$ cat src/hw/rtl/process_deque_with_delete_by_id_macros.svh
// Assertion macros for the process deque block.
`ifndef PROCESS_DEQUE_WITH_DELETE_BY_ID_MACROS_SVH
`define PROCESS_DEQUE_WITH_DELETE_BY_ID_MACROS_SVH

// Check an expression at every clock edge outside reset.
`define PDQ_ASSERT(lbl, expr) \
  lbl: assert property (@(posedge clk_i) disable iff (!rst_ni) (expr)) \
    else $error("pdq check failed");

// Check that a condition implies a consequence in the same cycle.
`define PDQ_ASSERT_IMPL(lbl, cond, cons) \
  lbl: assert property (@(posedge clk_i) disable iff (!rst_ni) (cond) |-> (cons)) \
    else $error("pdq implication failed");

// Check that a condition implies a consequence in the following cycle.
`define PDQ_ASSERT_NEXT(lbl, cond, cons) \
  lbl: assert property (@(posedge clk_i) disable iff (!rst_ni) (cond) |=> (cons)) \
    else $error("pdq next-cycle check failed");

`endif

$ cat src/hw/rtl/pdq_pkg.sv
// Command and status codes for the process deque block.
`timescale 1ns / 1ps
package pdq_pkg;

  typedef enum logic [1:0] {
    KIND_PUSH_BACK  = 2'd0,
    KIND_PUSH_FRONT = 2'd1,
    KIND_POP_FRONT  = 2'd2,
    KIND_DELETE     = 2'd3
  } kind_e;

  typedef enum logic [1:0] {
    ST_OK        = 2'd0,
    ST_EMPTY     = 2'd1,
    ST_NOT_FOUND = 2'd2,
    ST_FULL      = 2'd3
  } status_e;

  localparam int unsigned OutIdBits = 16;
  localparam int unsigned InIdBits  = 16;

endpackage

$ cat src/hw/rtl/process_deque_with_delete_by_id.sv
// Bounded deque of process identifiers with delete by identifier.
//
// Input channel: in_valid_i / in_stall_o carry one command (kind_i, proc_id_i)
// per transfer: push back, push front, pop front or delete first match.
// Output channel: out_valid_o / out_stall_i carry one result per command:
// status_o, out_id_o (popped identifier, else zero) and count_o.
// Entries sit in a circular buffer in one synchronous RAM (one read, one
// write port), addressed from a head pointer, so pushes and pops need no
// moving of data. Push, empty and full cases go straight to S_FIN; a pop
// passes through S_POP. A delete scans from the front, one entry a cycle
// through the RAM read port, then closes the gap by moving each later
// entry down one place, again one a cycle.
// One command is in work at a time; in_stall_o is high until its result is
// loaded into the output register, and a new command may be taken while that
// result waits. If the receiver stalls, the result is held in the output
// register and a finished next command waits in its final state.
// Reset empties the deque at once (count and head cleared); RAM contents
// are left as they are and never read before being written.
`timescale 1ns / 1ps
module process_deque_with_delete_by_id #(
  parameter int unsigned DEPTH   = 64,
  parameter int unsigned ID_BITS = 16
) (
  input  logic                                clk_i,
  input  logic                                rst_ni,
  input  logic                                in_valid_i,
  output logic                                in_stall_o,
  input  logic [1:0]                          kind_i,
  input  logic [pdq_pkg::InIdBits-1:0]        proc_id_i,
  output logic                                out_valid_o,
  input  logic                                out_stall_i,
  output logic [1:0]                          status_o,
  output logic [pdq_pkg::OutIdBits-1:0]       out_id_o,
  output logic [$clog2(DEPTH+1)-1:0]          count_o
);

  localparam int unsigned AW = $clog2(DEPTH);
  localparam int unsigned CW = $clog2(DEPTH + 1);
  localparam logic [AW+1:0] DepthW = (AW + 2)'(DEPTH);
  localparam logic [AW-1:0] LastAddr = AW'(DEPTH - 1);
  localparam logic [CW-1:0] DepthC = CW'(DEPTH);

  typedef enum logic [2:0] {
    S_IDLE,
    S_POP,
    S_SCAN,
    S_SHIFT,
    S_FIN
  } state_e;

  state_e                state_q, state_d;
  logic [AW-1:0]         head_q, head_d;
  logic [CW-1:0]         cnt_q, cnt_d;
  logic [AW-1:0]         idx_q, idx_d;
  logic [ID_BITS-1:0]    id_q, id_d;
  logic [ID_BITS-1:0]    res_id_q, res_id_d;
  pdq_pkg::status_e      res_st_q, res_st_d;
  logic                  out_valid_q, out_valid_d;
  logic [1:0]            status_q, status_d;
  logic [pdq_pkg::OutIdBits-1:0] out_id_q, out_id_d;
  logic [CW-1:0]         count_q, count_d;

  logic [ID_BITS-1:0]    mem [DEPTH];
  logic [ID_BITS-1:0]    rdata_q;
  logic                  mem_we;
  logic [AW-1:0]         mem_wa;
  logic [AW-1:0]         mem_ra;

  logic                  in_acc;
  logic                  out_free;
  logic                  full;
  logic                  empty;
  logic [ID_BITS-1:0]    id_in;
  logic [31:0]           pid_ext;
  logic [31:0]           res_ext;
  logic [AW+1:0]         idx_p1;
  logic [AW+1:0]         idx_p2;

  function automatic logic [AW-1:0] wrap_add(input logic [AW-1:0] a,
                                             input logic [AW+1:0] b);
    logic [AW+1:0] s;
    s = (AW + 2)'(a) + b;
    if (s >= DepthW) s = s - DepthW;
    return s[AW-1:0];
  endfunction

  assign pid_ext  = 32'(proc_id_i);
  assign id_in    = pid_ext[ID_BITS-1:0];
  assign res_ext  = 32'(res_id_q);
  assign in_acc   = in_valid_i && !in_stall_o;
  assign out_free = !out_valid_q || !out_stall_i;
  assign full     = (cnt_q == DepthC);
  assign empty    = (cnt_q == '0);
  assign idx_p1   = (AW + 2)'(idx_q) + (AW + 2)'(1);
  assign idx_p2   = (AW + 2)'(idx_q) + (AW + 2)'(2);

  always_comb begin
    state_d     = state_q;
    head_d      = head_q;
    cnt_d       = cnt_q;
    idx_d       = idx_q;
    id_d        = id_q;
    res_id_d    = res_id_q;
    res_st_d    = res_st_q;
    out_valid_d = out_valid_q;
    status_d    = status_q;
    out_id_d    = out_id_q;
    count_d     = count_q;
    mem_we      = 1'b0;
    mem_wa      = head_q;
    mem_ra      = head_q;

    if (out_valid_q && !out_stall_i) out_valid_d = 1'b0;

    unique case (state_q)
      S_IDLE: begin
        if (in_acc) begin
          id_d     = id_in;
          res_id_d = '0;
          res_st_d = pdq_pkg::ST_OK;
          idx_d    = '0;
          state_d  = S_FIN;
          unique case (pdq_pkg::kind_e'(kind_i))
            pdq_pkg::KIND_PUSH_BACK: begin
              if (full) begin
                res_st_d = pdq_pkg::ST_FULL;
              end else begin
                mem_we = 1'b1;
                mem_wa = wrap_add(head_q, (AW + 2)'(cnt_q));
                cnt_d  = cnt_q + CW'(1);
              end
            end
            pdq_pkg::KIND_PUSH_FRONT: begin
              if (full) begin
                res_st_d = pdq_pkg::ST_FULL;
              end else begin
                head_d = (head_q == '0) ? LastAddr : head_q - AW'(1);
                mem_we = 1'b1;
                mem_wa = head_d;
                cnt_d  = cnt_q + CW'(1);
              end
            end
            pdq_pkg::KIND_POP_FRONT: begin
              if (empty) res_st_d = pdq_pkg::ST_EMPTY;
              else state_d = S_POP;
            end
            pdq_pkg::KIND_DELETE: begin
              if (empty) res_st_d = pdq_pkg::ST_EMPTY;
              else state_d = S_SCAN;
            end
            default: res_st_d = pdq_pkg::ST_OK;
          endcase
        end
      end
      S_POP: begin
        res_id_d = rdata_q;
        head_d   = wrap_add(head_q, (AW + 2)'(1));
        cnt_d    = cnt_q - CW'(1);
        state_d  = S_FIN;
      end
      S_SCAN: begin
        // rdata_q holds the entry at logical index idx_q
        if (rdata_q == id_q) begin
          if (idx_p1 == (AW + 2)'(cnt_q)) begin
            cnt_d   = cnt_q - CW'(1);
            state_d = S_FIN;
          end else begin
            mem_ra  = wrap_add(head_q, idx_p1);
            state_d = S_SHIFT;
          end
        end else if (idx_p1 == (AW + 2)'(cnt_q)) begin
          res_st_d = pdq_pkg::ST_NOT_FOUND;
          state_d  = S_FIN;
        end else begin
          idx_d  = idx_p1[AW-1:0];
          mem_ra = wrap_add(head_q, idx_p1);
        end
      end
      S_SHIFT: begin
        // move entry idx_q+1 down into idx_q, fetch the next one
        mem_we = 1'b1;
        mem_wa = wrap_add(head_q, (AW + 2)'(idx_q));
        idx_d  = idx_p1[AW-1:0];
        if (idx_p2 == (AW + 2)'(cnt_q)) begin
          cnt_d   = cnt_q - CW'(1);
          state_d = S_FIN;
        end else begin
          mem_ra = wrap_add(head_q, idx_p2);
        end
      end
      S_FIN: begin
        if (out_free) begin
          out_valid_d = 1'b1;
          status_d    = res_st_q;
          out_id_d    = res_ext[pdq_pkg::OutIdBits-1:0];
          count_d     = cnt_q;
          state_d     = S_IDLE;
        end
      end
      default: state_d = S_IDLE;
    endcase
  end

  always_ff @(posedge clk_i or negedge rst_ni) begin
    if (!rst_ni) begin
      state_q     <= S_IDLE;
      head_q      <= '0;
      cnt_q       <= '0;
      out_valid_q <= 1'b0;
    end else begin
      state_q     <= state_d;
      head_q      <= head_d;
      cnt_q       <= cnt_d;
      out_valid_q <= out_valid_d;
    end
  end

  always_ff @(posedge clk_i) begin
    idx_q    <= idx_d;
    id_q     <= id_d;
    res_id_q <= res_id_d;
    res_st_q <= res_st_d;
    status_q <= status_d;
    out_id_q <= out_id_d;
    count_q  <= count_d;
  end

  always_ff @(posedge clk_i) begin
    if (mem_we) mem[mem_wa] <= (state_q == S_SHIFT) ? rdata_q : id_d;
    rdata_q <= mem[mem_ra];
  end

  assign in_stall_o  = (state_q != S_IDLE);
  assign out_valid_o = out_valid_q;
  assign status_o    = status_q;
  assign out_id_o    = out_id_q;
  assign count_o     = count_q;

`include "process_deque_with_delete_by_id_macros.svh"

  `PDQ_ASSERT(a_cnt_bound, cnt_q <= DepthC)
  `PDQ_ASSERT_IMPL(a_id_only_ok, out_valid_o && status_o != pdq_pkg::ST_OK, out_id_o == '0)
  `PDQ_ASSERT_NEXT(a_pop_shrinks, state_q == S_POP, cnt_q == $past(cnt_q) - CW'(1))
  `PDQ_ASSERT_IMPL(a_shift_in_range, state_q == S_SHIFT, idx_p1 < (AW + 2)'(cnt_q))

endmodule

$ cat config.mk
export PLATFORM = sky130hd
export DESIGN_NAME = process_deque_with_delete_by_id
export DESIGN_NICKNAME = d
export VERILOG_FILES = /design/src/hw/rtl/pdq_pkg.sv /design/src/hw/rtl/process_deque_with_delete_by_id.sv
export VERILOG_INCLUDE_DIRS = /design/src /design/src/hw/rtl
export SDC_FILE = /design/constraint.sdc
export NUM_CORES = 2
export LEC_CHECK = 0
export BUFFER_PORTS_ARGS = -buffer_cell sky130_fd_sc_hd__buf_4
export CAP_MARGIN = 20
export CORE_ASPECT_RATIO = 0.75
export CORE_MARGIN = 2
export CORE_UTILIZATION = 32
export CTS_CLUSTER_SIZE = 8
export DETAILED_ROUTE_END_ITERATION = 8
export PLACE_DENSITY_LB_ADDON = 0.1
export SYNTH_ARGS = -nofsm -noshare
export SYNTH_HDL_FRONTEND = slang
export SYNTH_SLANG_ARGS = --single-unit
$ cat constraint.sdc
create_clock -name clk_i -period 4 [get_ports clk_i]
set_clock_uncertainty 0.05 [all_clocks]
set_input_delay 1.2 -clock clk_i [delete_from_list [all_inputs] [get_ports clk_i]]
set_output_delay 1.2 -clock clk_i [all_outputs]
set_load 0.02 [all_outputs]
==> qor.txt <==
============================================================================
Post-Synth Adder-Cell Area ....................................       0.993%
Total negative slack ..........................................     -1.57 ns
All-layer global routing usage ................................        21.4%
Yosys warning count ...........................................            0
Fraction of the cycle the final worst path needs ..............         104%
Clock tree from TritonCTS .....................................          yes
Clock root buffer ............................................. sky130_fd_sc_hd__clkbuf_16
Largest voltage drop on the vdd net ...........................     0.434 mV
Quantity of I/O buffers inserted on ports .....................           48
HPWL after detailed placement .................................    100000 µm
Clock latency on the worst-skew pair ..........................      0.79 ns
Violated checks ............................................... negative setup slack
# setup viols final ...........................................           15
Xor and xnor fraction of the mapped netlist area ..............        1.18%
Register area share after synthesis ...........................        71.4%
Peak clock frequency supported by timing ......................    0.240 GHz
Count of standard-cell rows ...................................          121
Setup ws final ................................................    -0.172 ns
Type of origin of the critical path ...........................         flop
Total of flip-flops plus latches after synthesis ..............         1122
Required time worst endpoint ..................................      4.59 ns
Mapped Cells ..................................................         3635
Width of the die ..............................................       445 µm
Fraction of layout cells with a size suffix above 1 ...........        21.5%
Number of hold violations in the final report .................            0
Post-Syn Area per Cell ........................................     12.8 µm²
H-tree levels .................................................            4
Largest fanout of any net on the critical path ................           13
Nets ..........................................................         4155
Finished Layout Cells .........................................         6078
Unrepaired setup endpoints after global routing ...............          yes
Post-Synthesis Net Count ......................................         3691
Clk slew on worst S/H paths ...................................      0.06 ns
Startpoint-to-endpoint class of the critical path ............. flop to flop
Fill cell total of the finished layout ........................        13500
DR vias/cell ..................................................         5.21
Slew at the pin closest to its max-slew limit .................      1.06 ns
Finished Core Util ............................................        41.1%
Fraction of registers with async set or reset after synthesis .        1.52%
Post-route DRC ................................................            0
Static Leakage ................................................      20.9 nW
Largest family of logic cells by synthesized area ............. simple AND/OR/NAND/NOR gates
Per-cell routed wire length ...................................      26.5 µm
Worst Setup End Kind ..........................................         flop
Cell area after synthesis .....................................    46600 µm²
Number of global-route vias before repair .....................        30500
Area inside the core boundary .................................   145000 µm²
Number of placed instances, taps included .....................         5799
Compound-Gate Fraction of Synth Area ..........................        5.76%
Multiplexer share of the synthesized area .....................        1.82%
Result of the run ............................................. finished, violations left
Initial cell density of the core ..............................        32.2%
Number of detailed-route iterations in the first pass .........            5
Prevailing post-synth register cell ........................... sky130_fd_sc_hd__edfxtp_1
Final weighted congestion in routability-driven placement .....        0.823
Worst hold path type .......................................... input pin to asynchronous set/reset pin
Total power consumption of the routed design ..................      54.7 mW
Sinks on Clock Net ............................................         1122
Wire length of the first global-routing pass ..................    230000 µm
Pin count of the biggest net entering global routing ..........           65
Ratio of total power to cell area .............................   918 nW/µm²
Routed via count ..............................................        31700
Number of flops mapped to enable cells by yosys ...............         1073
Antenna Nets Post-Route .......................................            0
Critical Path AT ..............................................      4.76 ns
Area of the die ...............................................   149000 µm²
Worst-case headroom to the max-slew limit .....................        29.1%
CTS Buf Count .................................................          158
Final slew viol count .........................................            0
Min Clock Period, post-route ..................................      4.17 ns
Initial antenna violation count ...............................           13
Detailed-route wire length ....................................    161000 µm
Number of max-capacitance violations reported .................            0
Number of top-level pins ......................................           49
Hold-fix buffers, CTS .........................................            0
Simple-gate share of the synthesized area .....................        16.4%
Layout overhead on the synthesized area .......................        27.8%
Starting DRC count in detailed routing ........................         3201
Deepest clock path buffer count ...............................            3
Count of cell types in the netlist ............................           85
GR Overflow Total .............................................            0
Vertical die dimension ........................................       335 µm
============================================================================
## Yosys cell counts (17+ instances only)
cell | n | area share, %
sky130_fd_sc_hd__edfxtp_1 | 1073 | 69
sky130_fd_sc_hd__nand2_1 | 870 | 7.0
sky130_fd_sc_hd__nand3_1 | 524 | 5.6
sky130_fd_sc_hd__nor2_1 | 165 | 1.3
sky130_fd_sc_hd__a21oi_1 | 90 | 0.97
sky130_fd_sc_hd__buf_2 | 88 | 0.94
sky130_fd_sc_hd__clkbuf_1 | 86 | 0.69
sky130_fd_sc_hd__mux2i_1 | 59 | 1.3
sky130_fd_sc_hd__nand4_1 | 46 | 0.62
sky130_fd_sc_hd__xnor2_1 | 43 | 0.81
sky130_fd_sc_hd__and3_1 | 40 | 0.54
sky130_fd_sc_hd__dfxtp_1 | 32 | 1.4
sky130_fd_sc_hd__inv_1 | 32 | 0.26
sky130_fd_sc_hd__a41oi_1 | 29 | 0.54
sky130_fd_sc_hd__buf_1 | 29 | 0.23
sky130_fd_sc_hd__ha_1 | 29 | 0.78
sky130_fd_sc_hd__o21ai_0 | 27 | 0.29
sky130_fd_sc_hd__a32oi_1 | 22 | 0.41
sky130_fd_sc_hd__mux2_2 | 21 | 0.51
sky130_fd_sc_hd__and2_1 | 19 | 0.25
sky130_fd_sc_hd__a221oi_1 | 18 | 0.34
sky130_fd_sc_hd__a211o_1 | 17 | 0.32
sky130_fd_sc_hd__dfrtp_1 | 17 | 0.91
## cell usage in the layout, fill, tap and decap left out, drive strengths merged, types with 6 or more instances in the layout
| cell type | n |
|---|---|
| or4 | 15 |
| ha | 29 |
| nor2 | 166 |
| a211oi | 14 |
| a31oi | 8 |
| o2bb2ai | 14 |
| a21o | 15 |
| o22ai | 6 |
| mux2 | 23 |
| inv | 37 |
| dfrtp | 17 |
| mux2i | 59 |
| nand3 | 526 |
| dfxtp | 32 |
| a32oi | 22 |
| nor3 | 16 |
| a21oi | 93 |
| buf | 512 |
| o21ai | 30 |
| a221oi | 18 |
| xnor2 | 43 |
| and3 | 40 |
| a311o | 16 |
| a41oi | 29 |
| xor2 | 14 |
| nand2b | 6 |
| nor2b | 11 |
| o21bai | 7 |
| and2 | 19 |
| edfxtp | 1073 |
| nand2 | 873 |
| a2111o | 12 |
| a211o | 17 |
| a22oi | 16 |
| clkbuf | 223 |
| nand4 | 47 |
## flip-flops by register name, summed over array words and instances, names as in the netlist
signal,flops
cnt_q,7
count_o,7
head_q,6
id_q,16
idx_q,6
mem,1024
out_id_o,16
out_valid_o,1
rdata_q,16
res_id_q,16
res_st_q,2
state_q,3
status_o,2
## routing by layer
| layer | vias to the layer above | track usage, % | part of all wire [%] |
|---|---|---|---|
| li1 | 14400 | - | - |
| met1 | 16100 | 33.6 | 50 |
| met2 | 958 | 30.3 | 42 |
| met3 | 172 | 3.57 | 6.2 |
| met4 | 0 | 5.28 | 1.7 |
| met5 | - | 0 | 0 |
## worst max-delay path, stage by stage (launching register included)
cell and delay (ns):
sky130_fd_sc_hd__edfxtp_1 0.49, sky130_fd_sc_hd__ha_4 0.24, sky130_fd_sc_hd__or4b_4 0.46, sky130_fd_sc_hd__o211a_2 0.16, sky130_fd_sc_hd__o2111a_2 0.22, sky130_fd_sc_hd__a311o_1 0.41
sky130_fd_sc_hd__a21o_4 0.31, sky130_fd_sc_hd__a21oi_4 0.19, sky130_fd_sc_hd__buf_12 0.17, sky130_fd_sc_hd__and3_1 0.15, sky130_fd_sc_hd__a2111o_1 0.28, sky130_fd_sc_hd__nand4_1 0.21
sky130_fd_sc_hd__buf_6 0.19, sky130_fd_sc_hd__or4_1 0.48
## final timing paths
kind | from | endpoint | slack [ns] | depth (start not counted)
worst min register to register | res_id_q[4] | out_id_o[4] | 0.37 | 0
worst max register to register | idx_q[1] | rdata_q[12] | -0.17 | 13
worst max-delay path | idx_q[1] | rdata_q[12] | -0.17 | 13
max in group asynchronous | rst_ni | head_q[4] | 3.44 | 1
worst min-delay path | rst_ni | cnt_q[2] | 0.23 | 1
min in group clk_i | res_id_q[4] | out_id_o[4] | 0.37 | 0
## logic make-up (layout without fill, tap and decap cells)
kind of cell,count (synthesis),after routing
and+or+nand+nor,1735,1737
xor gates and xnor gates,58,58
AOI/OAI and AO/OA,354,354
other,0,5
buffers and inverters,250,780
muxes,82,82
adders and majority gates,34,34
DFF,1122,1122
## report_power, final
part           total [mW]  internal, mW  switching, mW
sequential           16.2          15.5          0.643
clock                12.5          7.40           5.07
combinational        26.1          9.79           16.3
total                54.7          32.7           22.0
## cell type report
| type | count | area, µm² | share of cell area (%) |
|---|---|---|---|
| Tap cell | 1906 | 2380 | 4.00 |
| Sequential cell | 1122 | 33300 | 55.9 |
| Inverter | 32 | 120 | 0.202 |
| Antenna cell | 5 | 12.5 | 0.0210 |
| Clock buffer | 219 | 4310 | 7.23 |
| Clock inverter | 9 | 156 | 0.262 |
| Timing Repair Buffer | 520 | 6110 | 10.3 |
| Multi-Input combinational cell | 2265 | 13200 | 22.2 |
## stage by stage
stage / hold WS (ns) / setup slack (ns) / cell area (µm²)
2_1_floorplan: 0.350 / 0.0460 / 46600
3_3_place_gp: 0.354 / -0.351 / 53300
3_5_place_dp: 0.355 / -0.418 / 53300
4_1_cts: 0.188 / -0.147 / 59000
5_1_grt: 0.231 / -0.276 / 59600
6_report: 0.234 / -0.172 / 59600
## repair_timing
| action | 4_1_cts | 5_1_grt |
|---|---|---|
| gates resized for setup | 133 | 96 |
| buffers inserted | 24 | 6 |
| endpoints found under the setup margin | 16 | 645 |
| pin swaps | 47 | 36 |
| cloned | 14 | 4 |
No activity file was read; power rests on OpenSTA's default activity.
